**src/rtl/tclp_pkg.sv**
```systemverilog
// Shared types and constants for the text command line parser.
package tclp_pkg;

    localparam int LINE_MAX_DEF = 32;
    localparam int NUMBER_CHARS = 8;
    localparam int KW_COUNT     = 6;
    localparam int NUM_START    = 7;
    localparam int SCALE_POS    = 6;
    localparam int VAL_W        = 27;

    localparam logic [VAL_W-1:0] ACC_MAX = {VAL_W{1'b1}};

    typedef enum logic [2:0] {
        CMD_NONE,
        CMD_OFF,
        CMD_START,
        CMD_STOP,
        CMD_LOG,
        CMD_SCALE,
        CMD_PERIOD
    } cmd_t;

    typedef enum logic [1:0] {
        ERR_NONE,
        ERR_SCALE,
        ERR_PERIOD,
        ERR_LONG
    } err_t;

    typedef enum logic [1:0] {
        RADIX_DEC,
        RADIX_OCT,
        RADIX_HEX
    } radix_t;

    typedef enum logic [2:0] {
        PH_START,
        PH_ZERO,
        PH_PREFIX,
        PH_DIGITS,
        PH_DONE
    } phase_t;

    // keyword text, left aligned, character p at bits [63-8p -: 8]
    localparam logic [KW_COUNT-1:0][63:0] KW_TEXT = {
        {"PERIOD=", 8'h00},
        {"SCALE=", 16'h0000},
        {"LOG", 40'h0},
        {"STOP", 32'h0},
        {"START", 24'h0},
        {"OFF", 40'h0}
    };

    localparam logic [KW_COUNT-1:0][2:0] KW_LEN = {3'd7, 3'd6, 3'd3, 3'd4, 3'd5, 3'd3};

    localparam logic [KW_COUNT-1:0] KW_EXACT = 6'b000111;

endpackage

```
**src/rtl/tclp_in_if.sv**
```systemverilog
// Byte channel into the parser.
interface tclp_in_if;
    logic       valid;
    logic       ready;
    logic [7:0] rx_byte;

    modport source (output valid, output rx_byte, input ready);
    modport sink (input valid, input rx_byte, output ready);
endinterface

```
**src/rtl/tclp_out_if.sv**
```systemverilog
// Result channel out of the parser.
interface tclp_out_if;
    logic        valid;
    logic        ready;
    logic [2:0]  command_kind;
    logic [1:0]  error_code;
    logic        reporting_on;
    logic        unit_fahrenheit;
    logic [26:0] interval_seconds;

    modport source (output valid, output command_kind, output error_code,
                    output reporting_on, output unit_fahrenheit,
                    output interval_seconds, input ready);
    modport sink (input valid, input command_kind, input error_code,
                  input reporting_on, input unit_fahrenheit,
                  input interval_seconds, output ready);
endinterface

```
**src/rtl/text_command_line_parser.sv**
```systemverilog
// Latency: a result is valid in the cycle after the newline transfer.
// Throughput: one byte per cycle; each byte is matched as it arrives.
// The input stalls only while a result waits in the output register.
// Reset (rst_n, asynchronous, active low) clears the line state and sets
// reporting on, Fahrenheit and an interval of one second.
// Top level of the text command line parser.
module text_command_line_parser
    import tclp_pkg::*;
#(
    parameter int LINE_MAX = LINE_MAX_DEF
)
(
    input  logic       clk,
    input  logic       rst_n,
    tclp_in_if.sink    byte_ch,
    tclp_out_if.source result_ch
);

    localparam int ColW = $clog2(LINE_MAX);

    logic [ColW-1:0]     col_reg, col_next;
    logic [ColW-1:0]     tlen_reg, tlen_next;
    logic                ended_reg, ended_next;
    logic [KW_COUNT-1:0] cand_reg, cand_next;
    logic [7:0]          scale_reg, scale_next;
    logic [VAL_W-1:0]    acc_reg, acc_next;
    radix_t              radix_reg, radix_next;
    phase_t              phase_reg, phase_next;
    logic                inval_reg, inval_next;
    logic                ovf_reg, ovf_next;
    logic                rep_reg, rep_next;
    logic                fahr_reg, fahr_next;
    logic [VAL_W-1:0]    ival_reg, ival_next;

    logic                ov_reg, ov_next;
    cmd_t                kind_o_reg;
    err_t                err_o_reg;
    logic                rep_o_reg;
    logic                fahr_o_reg;
    logic [VAL_W-1:0]    ival_o_reg;

    logic                accept;
    logic                is_nl;
    logic [7:0]          c;
    logic [ColW-1:0]     len;
    cmd_t                kind_new;
    err_t                err_new;
    logic                found;
    logic [4:0]          d;
    logic [4:0]          base;
    logic                in_num;

    function automatic logic [4:0] digit_value(input logic [7:0] ch);
        logic [4:0] v;
        v = 5'd16;
        if (ch >= "0" && ch <= "9") v = 5'(ch - "0");
        else if (ch >= "a" && ch <= "f") v = 5'(ch - "a" + 8'd10);
        else if (ch >= "A" && ch <= "F") v = 5'(ch - "A" + 8'd10);
        return v;
    endfunction

    // acc * base + digit, saturated to the field width
    function automatic logic [VAL_W-1:0] acc_step(input logic [VAL_W-1:0] acc,
                                                  input logic [3:0] dig,
                                                  input radix_t rdx);
        logic [VAL_W+4:0] prod;
        logic [VAL_W+4:0] sum;
        case (rdx)
            RADIX_HEX: prod = {1'b0, acc, 4'b0000};
            RADIX_OCT: prod = {2'b00, acc, 3'b000};
            default:   prod = {2'b00, acc, 3'b000} + {4'b0000, acc, 1'b0};
        endcase
        sum = prod + (VAL_W+5)'(dig);
        if (sum > (VAL_W+5)'(ACC_MAX)) return ACC_MAX;
        return sum[VAL_W-1:0];
    endfunction

    assign accept = byte_ch.valid && byte_ch.ready;
    assign c      = byte_ch.rx_byte;
    assign is_nl  = (c == 8'd10);
    assign len    = ended_reg ? tlen_reg : col_reg;
    assign d      = digit_value(c);
    assign base   = (radix_reg == RADIX_HEX) ? 5'd16 :
                    ((radix_reg == RADIX_OCT) ? 5'd8 : 5'd10);
    assign in_num = (int'(col_reg) >= NUM_START) &&
                    (int'(col_reg) < NUM_START + NUMBER_CHARS);

    assign byte_ch.ready = !ov_reg || result_ch.ready;

    always_comb
    begin
        col_next   = col_reg;
        tlen_next  = tlen_reg;
        ended_next = ended_reg;
        cand_next  = cand_reg;
        scale_next = scale_reg;
        acc_next   = acc_reg;
        radix_next = radix_reg;
        phase_next = phase_reg;
        inval_next = inval_reg;
        ovf_next   = ovf_reg;
        rep_next   = rep_reg;
        fahr_next  = fahr_reg;
        ival_next  = ival_reg;
        ov_next    = result_ch.ready ? 1'b0 : ov_reg;
        kind_new   = CMD_NONE;
        err_new    = ERR_NONE;
        found      = 1'b0;

        for (int i = 0; i < KW_COUNT; i++)
        begin
            if (!found && cand_reg[i] &&
                (KW_EXACT[i] ? (len == ColW'(KW_LEN[i])) : (len >= ColW'(KW_LEN[i]))))
            begin
                found    = 1'b1;
                kind_new = cmd_t'(3'(i + 1));
            end
        end
        if (ovf_reg)
        begin
            kind_new = CMD_NONE;
            err_new  = ERR_LONG;
        end

        if (accept)
        begin
            if (!is_nl)
            begin
                if (int'(col_reg) >= LINE_MAX - 1)
                begin
                    ovf_next = 1'b1;
                end
                else
                begin
                    if (!ended_reg)
                    begin
                        if (c == 8'd0)
                        begin
                            ended_next = 1'b1;
                            tlen_next  = col_reg;
                        end
                        else
                        begin
                            for (int i = 0; i < KW_COUNT; i++)
                            begin
                                if (int'(col_reg) < int'(KW_LEN[i]))
                                begin
                                    if (c != KW_TEXT[i][8*(7-int'(col_reg[2:0])) +: 8])
                                        cand_next[i] = 1'b0;
                                end
                                else if (KW_EXACT[i])
                                begin
                                    cand_next[i] = 1'b0;
                                end
                            end
                            if (int'(col_reg) == SCALE_POS)
                                scale_next = c;
                            if (in_num)
                            begin
                                unique case (phase_reg)
                                    PH_START:
                                    begin
                                        if (c == " " || c == 8'd9 || c == 8'd11 ||
                                            c == 8'd12 || c == 8'd13)
                                        begin
                                            phase_next = PH_START;
                                        end
                                        else if (c == "+" || c == "-")
                                        begin
                                            inval_next = 1'b1;
                                            phase_next = PH_DONE;
                                        end
                                        else if (c == "0")
                                        begin
                                            radix_next = RADIX_OCT;
                                            phase_next = PH_ZERO;
                                        end
                                        else if (c >= "1" && c <= "9")
                                        begin
                                            radix_next = RADIX_DEC;
                                            acc_next   = VAL_W'(d);
                                            phase_next = PH_DIGITS;
                                        end
                                        else
                                        begin
                                            phase_next = PH_DONE;
                                        end
                                    end
                                    PH_ZERO:
                                    begin
                                        if (c == "x" || c == "X")
                                        begin
                                            radix_next = RADIX_HEX;
                                            phase_next = PH_PREFIX;
                                        end
                                        else if (c >= "0" && c <= "7")
                                        begin
                                            acc_next   = acc_step(acc_reg, d[3:0], RADIX_OCT);
                                            phase_next = PH_DIGITS;
                                        end
                                        else
                                        begin
                                            phase_next = PH_DONE;
                                        end
                                    end
                                    PH_PREFIX:
                                    begin
                                        if (d < 5'd16)
                                        begin
                                            acc_next   = acc_step(acc_reg, d[3:0], RADIX_HEX);
                                            phase_next = PH_DIGITS;
                                        end
                                        else
                                        begin
                                            phase_next = PH_DONE;
                                        end
                                    end
                                    PH_DIGITS:
                                    begin
                                        if (d < base)
                                            acc_next = acc_step(acc_reg, d[3:0], radix_reg);
                                        else
                                            phase_next = PH_DONE;
                                    end
                                    default:
                                    begin
                                        phase_next = phase_reg;
                                    end
                                endcase
                            end
                        end
                    end
                    col_next = col_reg + 1'b1;
                end
            end
            else
            begin
                case (kind_new)
                    CMD_START: rep_next = 1'b1;
                    CMD_STOP:  rep_next = 1'b0;
                    CMD_SCALE:
                    begin
                        if (scale_reg == "F") fahr_next = 1'b1;
                        else if (scale_reg == "C") fahr_next = 1'b0;
                        else err_new = ERR_SCALE;
                    end
                    CMD_PERIOD:
                    begin
                        if (inval_reg || acc_reg == '0) err_new = ERR_PERIOD;
                        else ival_next = acc_reg;
                    end
                    default: ;
                endcase
                ov_next    = 1'b1;
                col_next   = '0;
                tlen_next  = '0;
                ended_next = 1'b0;
                cand_next  = '1;
                scale_next = '0;
                acc_next   = '0;
                radix_next = RADIX_DEC;
                phase_next = PH_START;
                inval_next = 1'b0;
                ovf_next   = 1'b0;
            end
        end
    end

    always_ff @(posedge clk or negedge rst_n)
    begin
        if (!rst_n)
        begin
            col_reg   <= '0;
            tlen_reg  <= '0;
            ended_reg <= 1'b0;
            cand_reg  <= '1;
            scale_reg <= '0;
            acc_reg   <= '0;
            radix_reg <= RADIX_DEC;
            phase_reg <= PH_START;
            inval_reg <= 1'b0;
            ovf_reg   <= 1'b0;
            rep_reg   <= 1'b1;
            fahr_reg  <= 1'b1;
            ival_reg  <= VAL_W'(1);
            ov_reg    <= 1'b0;
        end
        else
        begin
            col_reg   <= col_next;
            tlen_reg  <= tlen_next;
            ended_reg <= ended_next;
            cand_reg  <= cand_next;
            scale_reg <= scale_next;
            acc_reg   <= acc_next;
            radix_reg <= radix_next;
            phase_reg <= phase_next;
            inval_reg <= inval_next;
            ovf_reg   <= ovf_next;
            rep_reg   <= rep_next;
            fahr_reg  <= fahr_next;
            ival_reg  <= ival_next;
            ov_reg    <= ov_next;
        end
    end

    always_ff @(posedge clk)
    begin
        if (accept && is_nl)
        begin
            kind_o_reg <= kind_new;
            err_o_reg  <= err_new;
            rep_o_reg  <= rep_next;
            fahr_o_reg <= fahr_next;
            ival_o_reg <= ival_next;
        end
    end

    assign result_ch.valid            = ov_reg;
    assign result_ch.command_kind     = kind_o_reg;
    assign result_ch.error_code       = err_o_reg;
    assign result_ch.reporting_on     = rep_o_reg;
    assign result_ch.unit_fahrenheit  = fahr_o_reg;
    assign result_ch.interval_seconds = ival_o_reg;

endmodule

```
**src/flat_wrapper.sv**
```systemverilog
// flat-port wrapper written by rule: the top's interface ports become plain ports
module text_command_line_parser_flat import tclp_pkg::*;
#(
    parameter int LINE_MAX = LINE_MAX_DEF
)
  (clk, rst_n, byte_ch_valid, byte_ch_rx_byte, byte_ch_ready, result_ch_valid, result_ch_command_kind, result_ch_error_code, result_ch_reporting_on, result_ch_unit_fahrenheit, result_ch_interval_seconds, result_ch_ready);
  tclp_in_if byte_ch_i ();
  tclp_out_if result_ch_i ();
  input  logic clk;
  input  logic rst_n;
  input wire logic [$bits(byte_ch_i.valid)-1:0] byte_ch_valid;
  input wire logic [$bits(byte_ch_i.rx_byte)-1:0] byte_ch_rx_byte;
  output wire logic [$bits(byte_ch_i.ready)-1:0] byte_ch_ready;
  output wire logic [$bits(result_ch_i.valid)-1:0] result_ch_valid;
  output wire logic [$bits(result_ch_i.command_kind)-1:0] result_ch_command_kind;
  output wire logic [$bits(result_ch_i.error_code)-1:0] result_ch_error_code;
  output wire logic [$bits(result_ch_i.reporting_on)-1:0] result_ch_reporting_on;
  output wire logic [$bits(result_ch_i.unit_fahrenheit)-1:0] result_ch_unit_fahrenheit;
  output wire logic [$bits(result_ch_i.interval_seconds)-1:0] result_ch_interval_seconds;
  input wire logic [$bits(result_ch_i.ready)-1:0] result_ch_ready;
  assign byte_ch_i.valid = byte_ch_valid;
  assign byte_ch_i.rx_byte = byte_ch_rx_byte;
  assign byte_ch_ready = byte_ch_i.ready;
  assign result_ch_valid = result_ch_i.valid;
  assign result_ch_command_kind = result_ch_i.command_kind;
  assign result_ch_error_code = result_ch_i.error_code;
  assign result_ch_reporting_on = result_ch_i.reporting_on;
  assign result_ch_unit_fahrenheit = result_ch_i.unit_fahrenheit;
  assign result_ch_interval_seconds = result_ch_i.interval_seconds;
  assign result_ch_i.ready = result_ch_ready;
  text_command_line_parser #(.LINE_MAX(LINE_MAX)) u_core (.clk(clk), .rst_n(rst_n), .byte_ch(byte_ch_i), .result_ch(result_ch_i));
endmodule
```
**config.mk**
```make
export PLATFORM = sky130hd
export DESIGN_NAME = text_command_line_parser_flat
export DESIGN_NICKNAME = d
export VERILOG_FILES = /design/src/rtl/tclp_pkg.sv /design/src/rtl/tclp_in_if.sv /design/src/rtl/tclp_out_if.sv /design/src/rtl/text_command_line_parser.sv /design/src/flat_wrapper.sv
export SDC_FILE = /design/constraint.sdc
export NUM_CORES = 1
export LEC_CHECK = 0
export BUFFER_PORTS_ARGS = -buffer_cell sky130_fd_sc_hd__buf_4
export CORE_ASPECT_RATIO = 1.75
export CORE_MARGIN = 4
export CORE_UTILIZATION = 35
export CTS_BUF_LIST = sky130_fd_sc_hd__clkbuf_16
export DETAILED_ROUTE_END_ITERATION = 10
export GPL_ROUTABILITY_DRIVEN = 0
export GPL_TIMING_DRIVEN = 0
export PLACE_DENSITY = 0.61
export SLEW_MARGIN = 25
export SYNTH_ARGS = -nofsm -noshare
export SYNTH_HDL_FRONTEND = slang
export SYNTH_SLANG_ARGS = --single-unit
```
**constraint.sdc**
```tcl
create_clock -name clk -period 11 [get_ports clk]
set_input_delay 0 -clock clk [delete_from_list [all_inputs] [get_ports clk]]
set_output_delay 0 -clock clk [all_outputs]
set_load 0.01 [all_outputs]
```
==> metrics, run 1 <==
cell taking the most area after synthesis dfrtp_1; Reg clk slew, reported paths 0.06 ns; Post-Syn Area 0.0103 mm²; FMAX 142 MHz; Setup Skew 0.0113 ns; status complete, no violations; P per Cell Area 138 mW/mm²; 1st-pass router iterations 5; Leakage 4.76 nW; pin count of the biggest net entering global routing 90; Remaining DRCs 0; Critical Path End Type flop; Worst Setup Path Type reg2reg; placeable core region 0.0287 mm²; worst stage delay on the critical path 0.62 ns; CP Launch Type flop; top cells by count, synth o21ai_0, nand2_1, a21oi_1, nor2_1, dfrtp_1; crit-path cells inv_1 -> ha_1 -> buf_2 -> buf_2 -> buf_1 -> buf_1 -> clkbuf_1 -> clkbuf_1 -> and2_1 -> ha_1 -> fa_1 -> a21o_1 -> nand3_1 -> nand4bb_1 -> nor4_1 -> nand2_1 -> nor4_4 -> mux2i_2 -> buf_6 -> nand3_1 -> a221o_1; post-route setup TNS 0 ns; initial antenna violation count 0; Hold Slack 0.0375 ns; wire per inst 20.9 µm; Rel. slew slack 43.1%; max_cap viols 0; CTS Buf Count 17; CTS tree built; Post-CTS Resized 0; Synth async-reset ratio 72.4%; Ant. Diodes 0; die area 0.0322 mm²; total power 1.61 mW; Layout Nets 1346; Net Count, Synth 1277; final setup vio count 0; vias per cell 5.86; DP HPWL 27500 µm; GR Util All Layers 22.2%; Synth top area share 19.5%; Post-Route WL 35000 µm; Sequential Area 0.00326 mm²; initial core utilization 35.7%; Max Slew Vio Count 0; filler cell count 2987; Synth Instances 1217; Worst Path Arrival 7.34 ns; clk_lat worst skew 0.43 ns; Min-Delay Path Class in2reg; Setup Buffers After CTS 0; grt total ovfl 0; layout cells sized above 1 14.5%; fin crit share 63.9%; clock sinks 123; Tmin final 7.03 ns; most frequent cell after synthesis o21ai_0; vias 9820; I/O pins 48; Multi-input gate area 0.00646 mm²; Row Count 82; post-synthesis cell type count 96; Slew @ Worst Pin 0.854 ns; DRT iter0 DRCs 720; setup repair after global routing missed its margin no; Max Fanout on Critical Path 10; CTS Buffer Depth 2; first-pass GRT wire length 55100 µm; non-filler cells in the finished layout 1677; top post-synthesis cells by area dfrtp_1, edfxtp_1, o21ai_0; main flop type after synthesis dfrtp_1; Ys Warns 0; WP data required 11.31 ns; final hold violation count 0; area grow syn2layout 14.2%; EDFF count, synth 34; syn avg cell area 8.42 µm²; VDD IR max 0.152 mV; Seq/Total Area, Yosys 31.8%; IO Port Bufs 45; Max H-tree Level 4; placed insts 1641; ANT nets after route 0; vias in the first global route 10.1k; flops & latches, synth 123; clk root buf clkbuf_16; Slowest-stage cell, CP mux2i_2; CTS Hold Bufs 4; Die Height 234 µm; Die X 137 µm
through the flow:
step                setup WS (ns)  area (µm²)  utilization [%]
finish                       3.97       11700             40.7
global route                 3.66       11700             40.7
CTS                          4.05       11700             40.7
detailed placement           4.10       11100             38.6
global placement             4.15       11100             38.5
floorplan                    5.78       10300                -
cell usage in the layout, fill, tap and decap left out, types with 18 or more instances in the layout:
master / count
o21ai_0: 121
nand2_1: 112
nor2_1: 97
a21oi_1: 97
dfrtp_1: 80
clkbuf_1: 63
xnor2_1: 48
buf_4: 47
ha_1: 46
nand3_1: 41
edfxtp_1: 34
mux2_2: 32
inv_1: 31
xor2_1: 27
nor3_1: 26
a221oi_1: 21
buf_2: 19
a221o_1: 18
cells by family after synthesis:
group | Yosys count | share of synthesized area, %
compound gates | 404 | 26.5
simple gates | 392 | 19.3
buf+inv | 132 | 5.26
flops | 123 | 31.8
xor+xnor | 75 | 6.41
fa+ha+maj | 48 | 6.01
mux | 43 | 4.72
critical path, delay by kind of cell (launching register included):
family	cells	cell delay, ns
DFF	1	0.38
AOI/OAI and AO/OA	2	0.48
adders and majority gates	3	0.75
and+or+nand+nor	7	1.95
muxes	1	0.62
buffers and inverters	8	2.69
report_power, final:
group / internal, mW / switching (mW)
Clock: 0.332 / 0.216
Combinational: 0.179 / 0.341
Sequential: 0.507 / 0.0362
final timing paths:
check | slack [ns] | cells after the start | from | endpoint
max in group asynchronous | 10.18 | 2 | rst_n | u_core.scale_reg[0]
max | 3.97 | 21 | u_core.radix_reg[0] | u_core.acc_reg[10]
min in group asynchronous | 0.23 | 2 | rst_n | u_core.acc_reg[25]
min reg2reg | 0.49 | 1 | u_core.ival_reg[17] | u_core.ival_reg[17]
min | 0.04 | 4 | byte_ch_rx_byte[1] | u_core.radix_reg[0]
max reg2reg | 3.97 | 21 | u_core.radix_reg[0] | u_core.acc_reg[10]
routing by layer:
metal,track usage [%],routed length (µm),vias to the layer above
met5,0,0,-
met1,21.6,11900,4668
li1,-,-,4647
met4,16.5,2810,0
met3,2.60,1300,135
met2,41.7,19000,370
cell type report:
type                            instances  area share, %
Clock inverter                         15           1.27
Timing Repair Buffer                   50           3.43
Multi-Input combinational cell        962           55.2
Clock buffer                           17           3.63
Sequential cell                       123           27.8
Inverter                               32           1.03
Buffer                                100           3.59
Tap cell                              378           4.04
(Power assumes the default switching activity.)
==> run 2: changes to the inputs <==
clock period = 6.6 ns   (was 11 ns; I/O delays follow)
==> metrics, run 2 (same netlist as run 1, synthesis figures left out) <==
final hold violation count 0 (unchanged); grt total ovfl 0 (unchanged); worst setup margin 0.431 ns (was 3.97 ns); total power 2.68 mW (was 1.61 mW); 1st-pass router iterations 5 (unchanged); DRT iter0 DRCs 661 (was 720); vias per cell 5.83 (was 5.86); layout cells sized above 1 14.7% (was 14.5%); FMAX 162 MHz (was 142 MHz); vias 9779 (was 9820); Post-Route WL 34900 µm (was 35000 µm); first-pass GRT wire length 55100 µm (about the same); most common cell after layout, fill and taps aside o21ai_0 (unchanged); Max H-tree Level 4 (unchanged); VDD IR max 0.254 mV (was 0.152 mV); initial antenna violation count 0 (unchanged); wire per inst 20.8 µm (was 20.9 µm); Ant. Diodes 0 (unchanged); Leakage 4.76 nW (about the same); Die X 137 µm (unchanged); area grow syn2layout 14.3% (was 14.2%); crit-path cells inv_1 -> ha_1 -> buf_2 -> buf_2 -> buf_1 -> buf_2 -> clkbuf_2 -> and2_1 -> ha_1 -> fa_1 -> a21o_1 -> nand3_1 -> nand4bb_1 -> nor4_1 -> nand2_1 -> nor4_4 -> mux2i_4 -> buf_6 -> nand3_1 -> a221o_1 (was inv_1 -> ha_1 -> buf_2 -> buf_2 -> buf_1 -> buf_1 -> clkbuf_1 -> clkbuf_1 -> and2_1 -> ha_1 -> fa_1 -> a21o_1 -> nand3_1 -> nand4bb_1 -> nor4_1 -> nand2_1 -> nor4_4 -> mux2i_2 -> buf_6 -> nand3_1 -> a221o_1); initial core utilization 35.7% (unchanged); IO Port Bufs 45 (unchanged); final setup vio count 0 (unchanged); pin count of the biggest net entering global routing 90 (unchanged); Row Count 82 (unchanged); post-route setup TNS 0 ns (unchanged); Slowest-stage cell, CP mux2i_4 (was mux2i_2); Remaining DRCs 0 (unchanged); GR Util All Layers 22.2% (about the same); fin crit share 93.5% (was 63.9%); non-filler cells in the finished layout 1676 (was 1677); Max Slew Vio Count 0 (unchanged); vias in the first global route 10.1k (about the same); Die Height 234 µm (unchanged); CP Launch Type flop (unchanged); flop2flop setup slack 0.43 ns (was 3.97 ns); Hold Slack 0.0304 ns (was 0.0375 ns); WP data required 6.91 ns (was 11.31 ns); ANT nets after route 0 (unchanged); I/O pins 48 (unchanged); Setup Skew 0.0113 ns (about the same); DP HPWL 27500 µm (unchanged); Reg clk slew, reported paths 0.06 ns (about the same); Rel. slew slack 43.0% (was 43.1%); Max Fanout on Critical Path 19 (was 10); Slew @ Worst Pin 0.854 ns (about the same); die area 0.0322 mm² (unchanged); clk_lat worst skew 0.44 ns (was 0.43 ns); placeable core region 0.0287 mm² (unchanged); CTS Buf Count 17 (unchanged); P per Cell Area 229 mW/mm² (was 138 mW/mm²); status complete, no violations (unchanged); filler cell count 2984 (was 2987); Top cell by count, worst path buf_2; clock sinks 123 (unchanged); max_cap viols 0 (unchanged); Setup Buffers After CTS 0 (unchanged); clk root buf clkbuf_16 (unchanged); Layout Nets 1345 (was 1346); placed insts 1641 (unchanged); Min-Delay Path Class in2reg (unchanged); CTS Buffer Depth 2 (unchanged); Worst Path Arrival 6.48 ns (was 7.34 ns); most frequent cells in the layout o21ai_0, nand2_1, a21oi_1 (was o21ai_0, nand2_1, nor2_1, a21oi_1, dfrtp_1); Critical Path End Type flop (unchanged); Tmin final 6.17 ns (was 7.03 ns); Worst Setup Path Type reg2reg (unchanged); setup repair after global routing missed its margin no (unchanged); worst stage delay on the critical path 0.48 ns (was 0.62 ns); Place WS -0.299 ns (was 4.10 ns); CTS tree built (unchanged)
-- run 2: final cells by class --
| class | instances | area [µm²] | share of cell area [%] |
|---|---|---|---|
| Tap cell | 378 | 473 | 4.04 |
| Sequential cell | 123 | 3260 | 27.8 |
| Inverter | 32 | 120 | 1.03 |
| Multi-Input combinational cell | 962 | 6470 | 55.2 |
| Buffer | 99 | 419 | 3.58 |
| Timing Repair Buffer | 50 | 402 | 3.43 |
| Clock buffer | 17 | 425 | 3.63 |
| Clock inverter | 15 | 149 | 1.27 |
-- run 2: critical path: cells and delay by family, from the launching register on --
family | cells | cell delay [ns]
AOI/OAI and AO/OA | 2 | 0.47
adders and majority gates | 3 | 0.76
DFF | 1 | 0.38
and+or+nand+nor | 7 | 1.96
buffers and inverters | 7 | 1.98
muxes | 1 | 0.48
-- run 2: per-stage QoR --
stage / cell area (µm²) / utilization [%]
after global placement: 11100 / 38.5
after CTS: 11700 / 40.8
after detailed placement: 11100 / 38.6
after floorplan: 10300 / -
after global routing: 11700 / 40.8
final: 11700 / 40.8
-- run 2: path summary, 6_finish.rpt --
kind / start / cells past startpoint / to
setup / recovery: u_core.radix_reg[0] / 20 / u_core.acc_reg[10]
hold / removal: byte_ch_rx_byte[1] / 4 / u_core.radix_reg[0]
min in group asynchronous: rst_n / 2 / u_core.acc_reg[25]
max in group asynchronous: rst_n / 2 / u_core.scale_reg[0]
hold reg to reg: u_core.ival_reg[17] / 1 / u_core.ival_reg[17]
setup reg to reg: u_core.radix_reg[0] / 20 / u_core.acc_reg[10]
-- run 2: power breakdown --
part           total [mW]  internal (mW)  switching, mW
Combinational       0.866          0.298          0.568
Sequential          0.905          0.844         0.0605
Clock               0.913          0.553          0.361
Total                2.68           1.70          0.989
-- run 2: routing by layer --
layer  global-route usage, %  wire length (µm)  vias to the layer above
met5                       0                 0                        -
li1                        -                 -                     4641
met1                    21.6             11900                     4644
met4                    16.2              2780                        0
met3                    2.58              1220                      141
met2                    41.9             19000                      353
-- run 2: repair_timing --
action | CTS | global route
resized for setup | 3 | 1
endpoints found under the hold margin | 83 | 0
hold buffers | 4 | 0
setup endpoints to repair | 26 | 25
cloned | 0 | 0
